[src/hw/rtl/fba_pkg.sv]
// fba_pkg: shared types and constants of the frame bitmap allocator
// used by the channel interfaces, the top level and the checker
`default_nettype none

package fba_pkg;

  localparam int MAX_FRAMES_DEF = 4096;
  localparam int WORD_BITS_DEF  = 32;

  localparam int KIND_W   = 2;
  localparam int FRAME_W  = 12;
  localparam int STATUS_W = 3;
  localparam int FCNT_W   = 13;

  localparam logic [FCNT_W-1:0] FCNT_RESET = 13'd4096;

  localparam int APB_DATA_W = 32;
  localparam int CFG_ADDR_W = 3;
  localparam logic [0:0] REG_FRAME_COUNT = 1'b0;

  typedef enum logic [KIND_W-1:0] {
    KIND_ALLOC_FIRST = 2'd0,
    KIND_ALLOC_AT    = 2'd1,
    KIND_FREE        = 2'd2,
    KIND_RSVD        = 2'd3
  } kind_t;

  typedef enum logic [STATUS_W-1:0] {
    ST_OK      = 3'd0,
    ST_ALREADY = 3'd1,
    ST_NO_FREE = 3'd2,
    ST_IN_USE  = 3'd3,
    ST_NOTHING = 3'd4
  } status_t;

  typedef enum logic [2:0] {
    S_CLEAR,
    S_IDLE,
    S_START,
    S_SCAN,
    S_MODIFY
  } state_t;

endpackage

`default_nettype wire

[src/hw/rtl/fba_intf.sv]
// fba_intf: request and result channels of the frame bitmap allocator
// valid/ready handshake with the word payload; depends on fba_pkg
`default_nettype none

interface fba_req_if;
  import fba_pkg::*;
  logic               valid;
  logic               ready;
  logic [KIND_W-1:0]  kind;
  logic [FRAME_W-1:0] current_frame;
  logic [FRAME_W-1:0] wanted_frame;
  logic               kernel_page;
  logic               rw_page;

  modport source (output valid, kind, current_frame, wanted_frame, kernel_page, rw_page,
                  input ready);
  modport sink (input valid, kind, current_frame, wanted_frame, kernel_page, rw_page,
                output ready);
endinterface

interface fba_rsp_if;
  import fba_pkg::*;
  logic                valid;
  logic                ready;
  logic [STATUS_W-1:0] status;
  logic [FRAME_W-1:0]  frame_index;
  logic                present;
  logic                writable;
  logic                user_mode;

  modport source (output valid, status, frame_index, present, writable, user_mode,
                  input ready);
  modport sink (input valid, status, frame_index, present, writable, user_mode,
                output ready);
endinterface

`default_nettype wire

[src/hw/rtl/frame_bitmap_allocator.sv]
// frame_bitmap_allocator: first-fit physical frame allocator over a used-bit bitmap
// allocate-at and free read the bitmap word in S_START and update it with the result
// in S_MODIFY; allocate-first scans the words in order from word 0 in S_SCAN;
// already-allocated, nothing-to-free, reserved and out-of-range requests answer from
// S_START; a new word is accepted only in S_IDLE, once the last result is registered,
// in the same cycle where that result can first be taken; the bitmap ram read port
// sets the scan rate; reset clears the map by writing one word per cycle (all NUM_WORDS
// words, 128 by default) before the first word is accepted
`default_nettype none

module frame_bitmap_allocator #(
  parameter int MAX_FRAMES = fba_pkg::MAX_FRAMES_DEF,
  parameter int WORD_BITS  = fba_pkg::WORD_BITS_DEF
) (
  input  wire logic                            clk,
  input  wire logic                            rst,
  fba_req_if.sink                              req,
  fba_rsp_if.source                            rsp,
  input  wire logic                            psel,
  input  wire logic                            penable,
  input  wire logic                            pwrite,
  input  wire logic [fba_pkg::CFG_ADDR_W-1:0]  paddr,
  input  wire logic [fba_pkg::APB_DATA_W-1:0]  pwdata,
  output logic      [fba_pkg::APB_DATA_W-1:0]  prdata,
  output logic                                 pready
);
  import fba_pkg::*;

  localparam int BW        = $clog2(WORD_BITS);
  localparam int NUM_WORDS = (MAX_FRAMES + WORD_BITS - 1) / WORD_BITS;
  localparam int AW        = (NUM_WORDS > 1) ? $clog2(NUM_WORDS) : 1;

  state_t               state, state_next;
  logic [FCNT_W-1:0]    frame_count;
  logic [AW-1:0]        clr_addr, clr_addr_next;
  logic [AW-1:0]        ptr, ptr_next;
  logic [AW-1:0]        chk_addr, chk_addr_next;
  logic                 chk_valid, chk_valid_next;

  kind_t                kind_q;
  logic [FRAME_W-1:0]   cur_q;
  logic [FRAME_W-1:0]   want_q;
  logic                 kern_q;
  logic                 wr_q;

  logic                 out_valid, out_valid_next;
  status_t              out_status, out_status_next;
  logic [FRAME_W-1:0]   out_frame, out_frame_next;
  logic                 out_present, out_present_next;
  logic                 out_writable, out_writable_next;
  logic                 out_user, out_user_next;

  logic                 mem_wr_en;
  logic [AW-1:0]        mem_wr_addr;
  logic [WORD_BITS-1:0] mem_wr_data;
  logic                 mem_rd_en;
  logic [AW-1:0]        mem_rd_addr;
  logic [WORD_BITS-1:0] mem_rd_data;

  logic [FCNT_W-1:0]    lim, lim_m1;
  logic [AW-1:0]        last_word;
  logic [BW-1:0]        lim_lo;
  logic [AW-1:0]        cur_word, want_word;
  logic [BW-1:0]        cur_bit, want_bit;
  logic [WORD_BITS-1:0] vmask, free_bits, lowest;
  logic [BW-1:0]        low_idx;
  logic                 any_free;
  logic                 can_emit;
  logic                 accept;

  fba_bitmap_ram #(
    .WORD_BITS (WORD_BITS),
    .NUM_WORDS (NUM_WORDS),
    .AW        (AW)
  ) u_ram (
    .clk     (clk),
    .wr_en   (mem_wr_en),
    .wr_addr (mem_wr_addr),
    .wr_data (mem_wr_data),
    .rd_en   (mem_rd_en),
    .rd_addr (mem_rd_addr),
    .rd_data (mem_rd_data)
  );

  // configuration port
  assign pready = 1'b1;
  assign prdata = (paddr[CFG_ADDR_W-1:2] == REG_FRAME_COUNT) ?
                  APB_DATA_W'(frame_count) : '0;

  always_ff @(posedge clk) begin
    if (rst) begin
      frame_count <= FCNT_RESET;
    end else if (psel && penable && pwrite && pready &&
                 paddr[CFG_ADDR_W-1:2] == REG_FRAME_COUNT) begin
      frame_count <= pwdata[FCNT_W-1:0];
    end
  end

  // managed range and bit positions
  always_comb begin
    if (32'(frame_count) > 32'(MAX_FRAMES)) begin
      lim = FCNT_W'(MAX_FRAMES);
    end else begin
      lim = frame_count;
    end
    lim_m1    = lim - FCNT_W'(1);
    last_word = AW'(32'(lim_m1) >> BW);
    lim_lo    = lim_m1[BW-1:0];
    cur_word  = AW'(32'(cur_q) >> BW);
    want_word = AW'(32'(want_q) >> BW);
    cur_bit   = cur_q[BW-1:0];
    want_bit  = want_q[BW-1:0];
  end

  // lowest free bit of the word under check
  always_comb begin
    for (int b = 0; b < WORD_BITS; b++) begin
      vmask[b] = (chk_addr != last_word) || (BW'(b) <= lim_lo);
    end
    free_bits = ~mem_rd_data & vmask;
    any_free  = |free_bits;
    lowest    = free_bits & (~free_bits + WORD_BITS'(1));
    low_idx   = '0;
    for (int b = 0; b < WORD_BITS; b++) begin
      if (lowest[b]) begin
        low_idx = low_idx | BW'(b);
      end
    end
  end

  assign can_emit  = !out_valid || rsp.ready;
  assign req.ready = (state == S_IDLE);
  assign accept    = req.valid && req.ready;

  always_comb begin
    state_next        = state;
    clr_addr_next     = clr_addr;
    ptr_next          = ptr;
    chk_addr_next     = chk_addr;
    chk_valid_next    = chk_valid;
    out_valid_next    = out_valid && !rsp.ready;
    out_status_next   = out_status;
    out_frame_next    = out_frame;
    out_present_next  = out_present;
    out_writable_next = out_writable;
    out_user_next     = out_user;
    mem_wr_en         = 1'b0;
    mem_wr_addr       = chk_addr;
    mem_wr_data       = mem_rd_data;
    mem_rd_en         = 1'b0;
    mem_rd_addr       = ptr;

    case (state)
      S_CLEAR: begin
        mem_wr_en     = 1'b1;
        mem_wr_addr   = clr_addr;
        mem_wr_data   = '0;
        clr_addr_next = clr_addr + AW'(1);
        if (clr_addr == AW'(NUM_WORDS - 1)) begin
          state_next = S_IDLE;
        end
      end
      S_IDLE: begin
        if (accept) begin
          state_next = S_START;
        end
      end
      S_START: begin
        if ((kind_q == KIND_ALLOC_FIRST || kind_q == KIND_ALLOC_AT) && cur_q != '0) begin
          if (can_emit) begin
            out_valid_next    = 1'b1;
            out_status_next   = ST_ALREADY;
            out_frame_next    = cur_q;
            out_present_next  = 1'b0;
            out_writable_next = 1'b0;
            out_user_next     = 1'b0;
            state_next        = S_IDLE;
          end
        end else begin
          case (kind_q)
            KIND_ALLOC_FIRST: begin
              if (lim == '0) begin
                if (can_emit) begin
                  out_valid_next    = 1'b1;
                  out_status_next   = ST_NO_FREE;
                  out_frame_next    = '0;
                  out_present_next  = 1'b0;
                  out_writable_next = 1'b0;
                  out_user_next     = 1'b0;
                  state_next        = S_IDLE;
                end
              end else begin
                ptr_next       = '0;
                chk_valid_next = 1'b0;
                state_next     = S_SCAN;
              end
            end
            KIND_ALLOC_AT: begin
              if (FCNT_W'(want_q) >= lim) begin
                if (can_emit) begin
                  out_valid_next    = 1'b1;
                  out_status_next   = ST_NO_FREE;
                  out_frame_next    = '0;
                  out_present_next  = 1'b0;
                  out_writable_next = 1'b0;
                  out_user_next     = 1'b0;
                  state_next        = S_IDLE;
                end
              end else begin
                mem_rd_en   = 1'b1;
                mem_rd_addr = want_word;
                state_next  = S_MODIFY;
              end
            end
            KIND_FREE: begin
              if (cur_q == '0 || 32'(cur_q) >= 32'(MAX_FRAMES)) begin
                if (can_emit) begin
                  out_valid_next    = 1'b1;
                  out_status_next   = (cur_q == '0) ? ST_NOTHING : ST_OK;
                  out_frame_next    = '0;
                  out_present_next  = 1'b0;
                  out_writable_next = 1'b0;
                  out_user_next     = 1'b0;
                  state_next        = S_IDLE;
                end
              end else begin
                mem_rd_en   = 1'b1;
                mem_rd_addr = cur_word;
                state_next  = S_MODIFY;
              end
            end
            default: begin
              if (can_emit) begin
                out_valid_next    = 1'b1;
                out_status_next   = ST_OK;
                out_frame_next    = cur_q;
                out_present_next  = 1'b0;
                out_writable_next = 1'b0;
                out_user_next     = 1'b0;
                state_next        = S_IDLE;
              end
            end
          endcase
        end
      end
      S_SCAN: begin
        if (chk_valid && any_free) begin
          if (can_emit) begin
            mem_wr_en         = 1'b1;
            mem_wr_addr       = chk_addr;
            mem_wr_data       = mem_rd_data | lowest;
            out_valid_next    = 1'b1;
            out_status_next   = ST_OK;
            out_frame_next    = FRAME_W'((32'(chk_addr) << BW) | 32'(low_idx));
            out_present_next  = 1'b1;
            out_writable_next = wr_q;
            out_user_next     = !kern_q;
            state_next        = S_IDLE;
          end
        end else if (chk_valid && chk_addr == last_word) begin
          if (can_emit) begin
            out_valid_next    = 1'b1;
            out_status_next   = ST_NO_FREE;
            out_frame_next    = '0;
            out_present_next  = 1'b0;
            out_writable_next = 1'b0;
            out_user_next     = 1'b0;
            state_next        = S_IDLE;
          end
        end else begin
          mem_rd_en      = 1'b1;
          mem_rd_addr    = ptr;
          chk_addr_next  = ptr;
          chk_valid_next = 1'b1;
          ptr_next       = ptr + AW'(1);
        end
      end
      S_MODIFY: begin
        if (can_emit) begin
          out_valid_next    = 1'b1;
          out_status_next   = ST_OK;
          out_frame_next    = '0;
          out_present_next  = 1'b0;
          out_writable_next = 1'b0;
          out_user_next     = 1'b0;
          state_next        = S_IDLE;
          if (kind_q == KIND_ALLOC_AT) begin
            if (mem_rd_data[want_bit]) begin
              out_status_next = ST_IN_USE;
            end else begin
              mem_wr_en         = 1'b1;
              mem_wr_addr       = want_word;
              mem_wr_data       = mem_rd_data | (WORD_BITS'(1) << want_bit);
              out_frame_next    = want_q;
              out_present_next  = 1'b1;
              out_writable_next = wr_q;
              out_user_next     = !kern_q;
            end
          end else begin
            mem_wr_en   = 1'b1;
            mem_wr_addr = cur_word;
            mem_wr_data = mem_rd_data & ~(WORD_BITS'(1) << cur_bit);
          end
        end
      end
      default: begin
        state_next = S_IDLE;
      end
    endcase
  end

  always_ff @(posedge clk) begin
    if (rst) begin
      state     <= S_CLEAR;
      clr_addr  <= '0;
      chk_valid <= 1'b0;
      out_valid <= 1'b0;
    end else begin
      state     <= state_next;
      clr_addr  <= clr_addr_next;
      chk_valid <= chk_valid_next;
      out_valid <= out_valid_next;
    end
  end

  always_ff @(posedge clk) begin
    ptr          <= ptr_next;
    chk_addr     <= chk_addr_next;
    out_status   <= out_status_next;
    out_frame    <= out_frame_next;
    out_present  <= out_present_next;
    out_writable <= out_writable_next;
    out_user     <= out_user_next;
    if (accept) begin
      kind_q <= kind_t'(req.kind);
      cur_q  <= req.current_frame;
      want_q <= req.wanted_frame;
      kern_q <= req.kernel_page;
      wr_q   <= req.rw_page;
    end
  end

  assign rsp.valid       = out_valid;
  assign rsp.status      = out_status;
  assign rsp.frame_index = out_frame;
  assign rsp.present     = out_present;
  assign rsp.writable    = out_writable;
  assign rsp.user_mode   = out_user;

`ifndef NO_ASSERTIONS
  a_accept_starts: assert property (@(posedge clk) disable iff (rst)
    accept |=> state == S_START)
    else $error("accepted word did not start processing");

  a_no_write_idle: assert property (@(posedge clk) disable iff (rst)
    mem_wr_en |-> (state != S_IDLE && state != S_START))
    else $error("bitmap written outside clear, scan or modify");

  a_scan_in_range: assert property (@(posedge clk) disable iff (rst)
    (state == S_SCAN && chk_valid) |-> chk_addr <= last_word)
    else $error("scan checked a word past the managed range");

  a_present_ok: assert property (@(posedge clk) disable iff (rst)
    (rsp.valid && rsp.present) |-> rsp.status == ST_OK)
    else $error("present flag with a failing status");

  a_result_held: assert property (@(posedge clk) disable iff (rst)
    (out_valid && !rsp.ready) |=> out_valid && $stable(out_frame) && $stable(out_status))
    else $error("pending result changed while stalled");
`endif

endmodule

`default_nettype wire

[src/hw/rtl/fba_bitmap_ram.sv]
// fba_bitmap_ram: used-bit bitmap storage, one write and one read port
// read data registered; no dependencies
`default_nettype none

module fba_bitmap_ram #(
  parameter int WORD_BITS = 32,
  parameter int NUM_WORDS = 128,
  parameter int AW        = 7
) (
  input  wire logic                 clk,
  input  wire logic                 wr_en,
  input  wire logic [AW-1:0]        wr_addr,
  input  wire logic [WORD_BITS-1:0] wr_data,
  input  wire logic                 rd_en,
  input  wire logic [AW-1:0]        rd_addr,
  output logic      [WORD_BITS-1:0] rd_data
);

  logic [WORD_BITS-1:0] mem [NUM_WORDS];

  always_ff @(posedge clk) begin
    if (wr_en) begin
      mem[wr_addr] <= wr_data;
    end
  end

  always_ff @(posedge clk) begin
    if (rd_en) begin
      rd_data <= mem[rd_addr];
    end
  end

endmodule

`default_nettype wire

[src/flat_wrapper.sv]
// flat-port wrapper written by rule: the top's interface ports become plain ports
module frame_bitmap_allocator_flat import fba_pkg::*;
#(
  parameter int MAX_FRAMES = fba_pkg::MAX_FRAMES_DEF,
  parameter int WORD_BITS  = fba_pkg::WORD_BITS_DEF
)
  (clk, rst, psel, penable, pwrite, paddr, pwdata, prdata, pready, req_valid, req_kind, req_current_frame, req_wanted_frame, req_kernel_page, req_rw_page, req_ready, rsp_valid, rsp_status, rsp_frame_index, rsp_present, rsp_writable, rsp_user_mode, rsp_ready);
  fba_req_if req_i ();
  fba_rsp_if rsp_i ();
  input  wire logic clk;
  input  wire logic rst;
  input  wire logic psel;
  input  wire logic penable;
  input  wire logic pwrite;
  input  wire logic [fba_pkg::CFG_ADDR_W-1:0] paddr;
  input  wire logic [fba_pkg::APB_DATA_W-1:0] pwdata;
  output logic      [fba_pkg::APB_DATA_W-1:0] prdata;
  output logic pready;
  input wire logic [$bits(req_i.valid)-1:0] req_valid;
  input wire logic [$bits(req_i.kind)-1:0] req_kind;
  input wire logic [$bits(req_i.current_frame)-1:0] req_current_frame;
  input wire logic [$bits(req_i.wanted_frame)-1:0] req_wanted_frame;
  input wire logic [$bits(req_i.kernel_page)-1:0] req_kernel_page;
  input wire logic [$bits(req_i.rw_page)-1:0] req_rw_page;
  output wire logic [$bits(req_i.ready)-1:0] req_ready;
  output wire logic [$bits(rsp_i.valid)-1:0] rsp_valid;
  output wire logic [$bits(rsp_i.status)-1:0] rsp_status;
  output wire logic [$bits(rsp_i.frame_index)-1:0] rsp_frame_index;
  output wire logic [$bits(rsp_i.present)-1:0] rsp_present;
  output wire logic [$bits(rsp_i.writable)-1:0] rsp_writable;
  output wire logic [$bits(rsp_i.user_mode)-1:0] rsp_user_mode;
  input wire logic [$bits(rsp_i.ready)-1:0] rsp_ready;
  assign req_i.valid = req_valid;
  assign req_i.kind = req_kind;
  assign req_i.current_frame = req_current_frame;
  assign req_i.wanted_frame = req_wanted_frame;
  assign req_i.kernel_page = req_kernel_page;
  assign req_i.rw_page = req_rw_page;
  assign req_ready = req_i.ready;
  assign rsp_valid = rsp_i.valid;
  assign rsp_status = rsp_i.status;
  assign rsp_frame_index = rsp_i.frame_index;
  assign rsp_present = rsp_i.present;
  assign rsp_writable = rsp_i.writable;
  assign rsp_user_mode = rsp_i.user_mode;
  assign rsp_i.ready = rsp_ready;
  frame_bitmap_allocator #(.MAX_FRAMES(MAX_FRAMES), .WORD_BITS(WORD_BITS)) u_core (.clk(clk), .rst(rst), .req(req_i), .rsp(rsp_i), .psel(psel), .penable(penable), .pwrite(pwrite), .paddr(paddr), .pwdata(pwdata), .prdata(prdata), .pready(pready));
endmodule
[config.mk]
export PLATFORM = sky130hd
export DESIGN_NAME = frame_bitmap_allocator_flat
export DESIGN_NICKNAME = d
export VERILOG_FILES = /design/src/hw/rtl/fba_pkg.sv /design/src/hw/rtl/fba_intf.sv /design/src/hw/rtl/frame_bitmap_allocator.sv /design/src/hw/rtl/fba_bitmap_ram.sv /design/src/flat_wrapper.sv
export SDC_FILE = /design/constraint.sdc
export NUM_CORES = 2
export LEC_CHECK = 0
export BUFFER_PORTS_ARGS = -buffer_cell sky130_fd_sc_hd__buf_2
export CAP_MARGIN = 20
export CORE_MARGIN = 2
export CORE_UTILIZATION = 45
export CTS_CLUSTER_SIZE = 10
export DETAILED_ROUTE_END_ITERATION = 7
export PLACE_DENSITY = 0.73
export SLEW_MARGIN = 15
export SYNTH_ARGS = -nofsm -noshare
export SYNTH_HDL_FRONTEND = slang
export SYNTH_HIERARCHICAL = 1
export SYNTH_SLANG_ARGS = --single-unit
[constraint.sdc]
create_clock -name clk -period 10.8 [get_ports clk]
set_input_delay 1.62 -clock clk [delete_from_list [all_inputs] [get_ports clk]]
set_output_delay 1.62 -clock clk [all_outputs]
set_load 0.02 [all_outputs]
==> flow_summary.ini <==
[status]
outcome = completed

[yosys]
cell_types_with_the_highest_counts_after_synthesis = 4,188 x edfxtp_1, 1,354 x mux4_2, 247 x clkbuf_1, 219 x nor2_1, 180 x nand2_1
cell_count_after_synthesis = 7072
synth_enable_flop_cells = 4188
most_instantiated_library_cell_after_synthesis = edfxtp_1
synth.yosys.warnings = 6
synth.top_cell.area_share_pct = 76.3
synth_async_sr_flop_share_pct = 0
seq_area_frac_synth_pct = 76.6
postSynthRegisterBits = 4213
synth_ff_type = edfxtp_1
synth.cell_area_sq_um = 165000
synth_top_cell_by_area = edfxtp_1
ys_top_cells_by_area = edfxtp_1 76%, mux4_2 19%, clkbuf_1 0.56%
synth_area_per_cell_sq_um = 23.3
yosys.cell_types.count = 89

[clock_tree]
tritoncts = yes
cts_inserted_buffers = 466
postCtsResizedCells = 0
cts_htree_levels = 5
worst_skew_pair.late_latency_ps = 940
postCtsHoldBufs = 0
number_of_buffers_between_clock_root_and_the_deepest_sink = 4
cts.sinks = 4213
clk_pin_slew_ps = 60
cts-root-buf = clkbuf_16
post_cts.repair.setup_buffers = 0

[routing]
avgRoutedWirePerCell_um = 35.7
routed_wl_um = 442000
final_antenna_net_count = 0
drt_iter0_markers = 12700
routed_via_density = 6.48
route.detailed.drc = 0
detailroute.via_count = 80300
drt_pass1_iterations = 8

[grt]
wire_length_of_the_first_global_routing_pass_um = 621000
initial_antenna_violation_count = 47
first_global_vias = 81600
grt_overflow = 0
grtUsageTotal_pct = 23.6
maximum_number_of_pins_on_one_net_before_global_route_repair = 148

[place]
place_worst_setup_slack_ps = 2810
dpl.cell_count = 11900
gpl.final_weighted_congestion = 0.917
place_hpwl_um = 235000
port_buffers = 81

[hold_path]
min-delay-start = u_core/clr_addr[1]
worst_min_path_class = reg -> reg

[sta]
slew_viol_final = 0
max_freq_ghz = 0.123
layout_setup_ws_ps = 2650
worst-slew-pin-transition_ps = 1180
min_period_ps = 8150
timing.final.hold_violations = 0
finalClockSkew_ps = 74.1
max-slew-margin-rel_pct = 21.1
rsz_0062_raised_after_global_routing = no
final.period_utilization_pct = 75.5
setup_viol = 0
timing.setup.tns_ps = 0

[die]
chipHeight_um = 609
top_level_ports = 123
initial_core_utilization_pct = 45.2
die_w_um = 609
rows = 222
placeableCoreArea_sq_um = 365000
die-area_sq_um = 371000

[setup_path]
worstReg2RegStart = u_core/frame_count[12]
worst-path-max-fanout = 49
critical_path_startpoint_category = flop
crit_path_start = u_core/frame_count[12]
wp_data_arrival_ps = 8780
worst_setup_path_end_kind = flop
timing.setup.critical_path_class = reg -> reg
required_time_reported_for_the_critical_path_endpoint_ps = 11430

[layout]
areaGrowthSynthToFinish_pct = 12.6
fin_cells = 12400
fin_nets = 7601
num-fill-cells = 27200
final_layout_size_suffix_gt1_share_pct = 32.3

[power_and_ir_drop]
leakage_nw = 60.8
power-per-cell-area_nw_per_um2 = 170
totalPowerFinal_mw = 31.5
vdd.ir_drop.worst_uv = 142

[job]
cap_viol_max_count = 0
layout by cell type, fill, tap and decap left out, types with 69 or more instances in the layout:
cell / Yosys / final
nor2_4: 0 / 125
clkbuf_16: 0 / 474
buf_4: 26 / 251
mux4_2: 1354 / 1354
edfxtp_1: 4188 / 4188
a21oi_1: 105 / 101
nor2_1: 219 / 93
buf_2: 92 / 81
o21ai_0: 88 / 69
nand2_1: 180 / 172
critical path, cell delays in order, from the launching register on:
cell and delay [ps]:
dfxtp_1 310, buf_4 240, clkinv_1 340, nand2_1 300
ha_1 590, a41oi_2 210, a311oi_2 270, xnor2_1 150
nor4_4 300, buf_4 430, a41oi_1 320, nor3_1 310
nand4_1 700, or3_1 770, nand2b_1 480, o21ai_4 940
buf_4 690, buf_16 270
metal layers:
| layer | track usage [%] | part of all wire [%] | up-vias |
|---|---|---|---|
| li1 | - | - | 31000 |
| met1 | 31.9 | 35 | 42700 |
| met2 | 37.5 | 48 | 5669 |
| met3 | 5.41 | 12 | 901 |
| met4 | 9.66 | 4.5 | 28 |
| met5 | 0 | 0.042 | - |
kinds of logic after synthesis:
| kind of cell | Yosys count | share of synthesized area, % |
|---|---|---|
| other | 2 | 0.00456 |
| XOR/XNOR | 18 | 0.0957 |
| flip-flops | 4213 | 76.6 |
| AO/OA/AOI/OAI | 375 | 1.47 |
| multiplexers | 1387 | 18.7 |
| AND/OR/NAND/NOR | 623 | 1.77 |
| adder cells (fa/ha/maj) | 22 | 0.167 |
| buffers and inverters | 432 | 1.15 |
power breakdown:
part           internal [mW]  switching (mW)
combinational         0.0777           0.185
sequential              17.8          0.0133
clock                   7.70            5.80
total                   25.5            6.00
cell type report:
class	count	area, sq um	share of cell area, %
inverter	23	101	0.0546
clock buffer	499	12000	6.44
timing repair buffer	360	2860	1.54
sequential	4213	126000	68.0
multi-input combinational	2445	38100	20.5
clock inverter	21	203	0.109
tap	4816	6030	3.25
antenna	26	65.1	0.0351
sequential cells by signal, summed over array words and instances, names as in the netlist, 2 cells and up:
| signal | cells |
|---|---|
| u_core/kind_q | 2 |
| u_core/u_ram/rd_data | 32 |
| u_core/rsp.status | 3 |
| u_core/state | 3 |
| u_core/clr_addr | 7 |
| u_core/frame_count | 13 |
| u_core/want_q | 12 |
| u_core/rsp.frame_index | 12 |
| u_core/ptr | 7 |
| u_core/chk_addr | 7 |
| u_core/cur_q | 12 |
| u_core/u_ram/mem | 4096 |
final timing paths:
check	endpoint	slack [ps]	cells past startpoint
worst min register to register	u_core/clr_addr[1]	510	2
worst max register to register	u_core/u_ram/mem[94][31]	2650	17
worst min-delay path	u_core/clr_addr[1]	510	2
worst max-delay path	u_core/u_ram/mem[94][31]	2650	17
stage by stage:
stage,hold WS [ps],utilization [%],instance area [sq um]
after global routing,542,50.8,186000
after global placement,504,47.5,173000
after CTS,503,50.8,185000
final,505,50.8,186000
after floorplan,466,-,165000
after detailed placement,494,47.5,173000
Note: power is estimated with default switching activity, not from simulation.
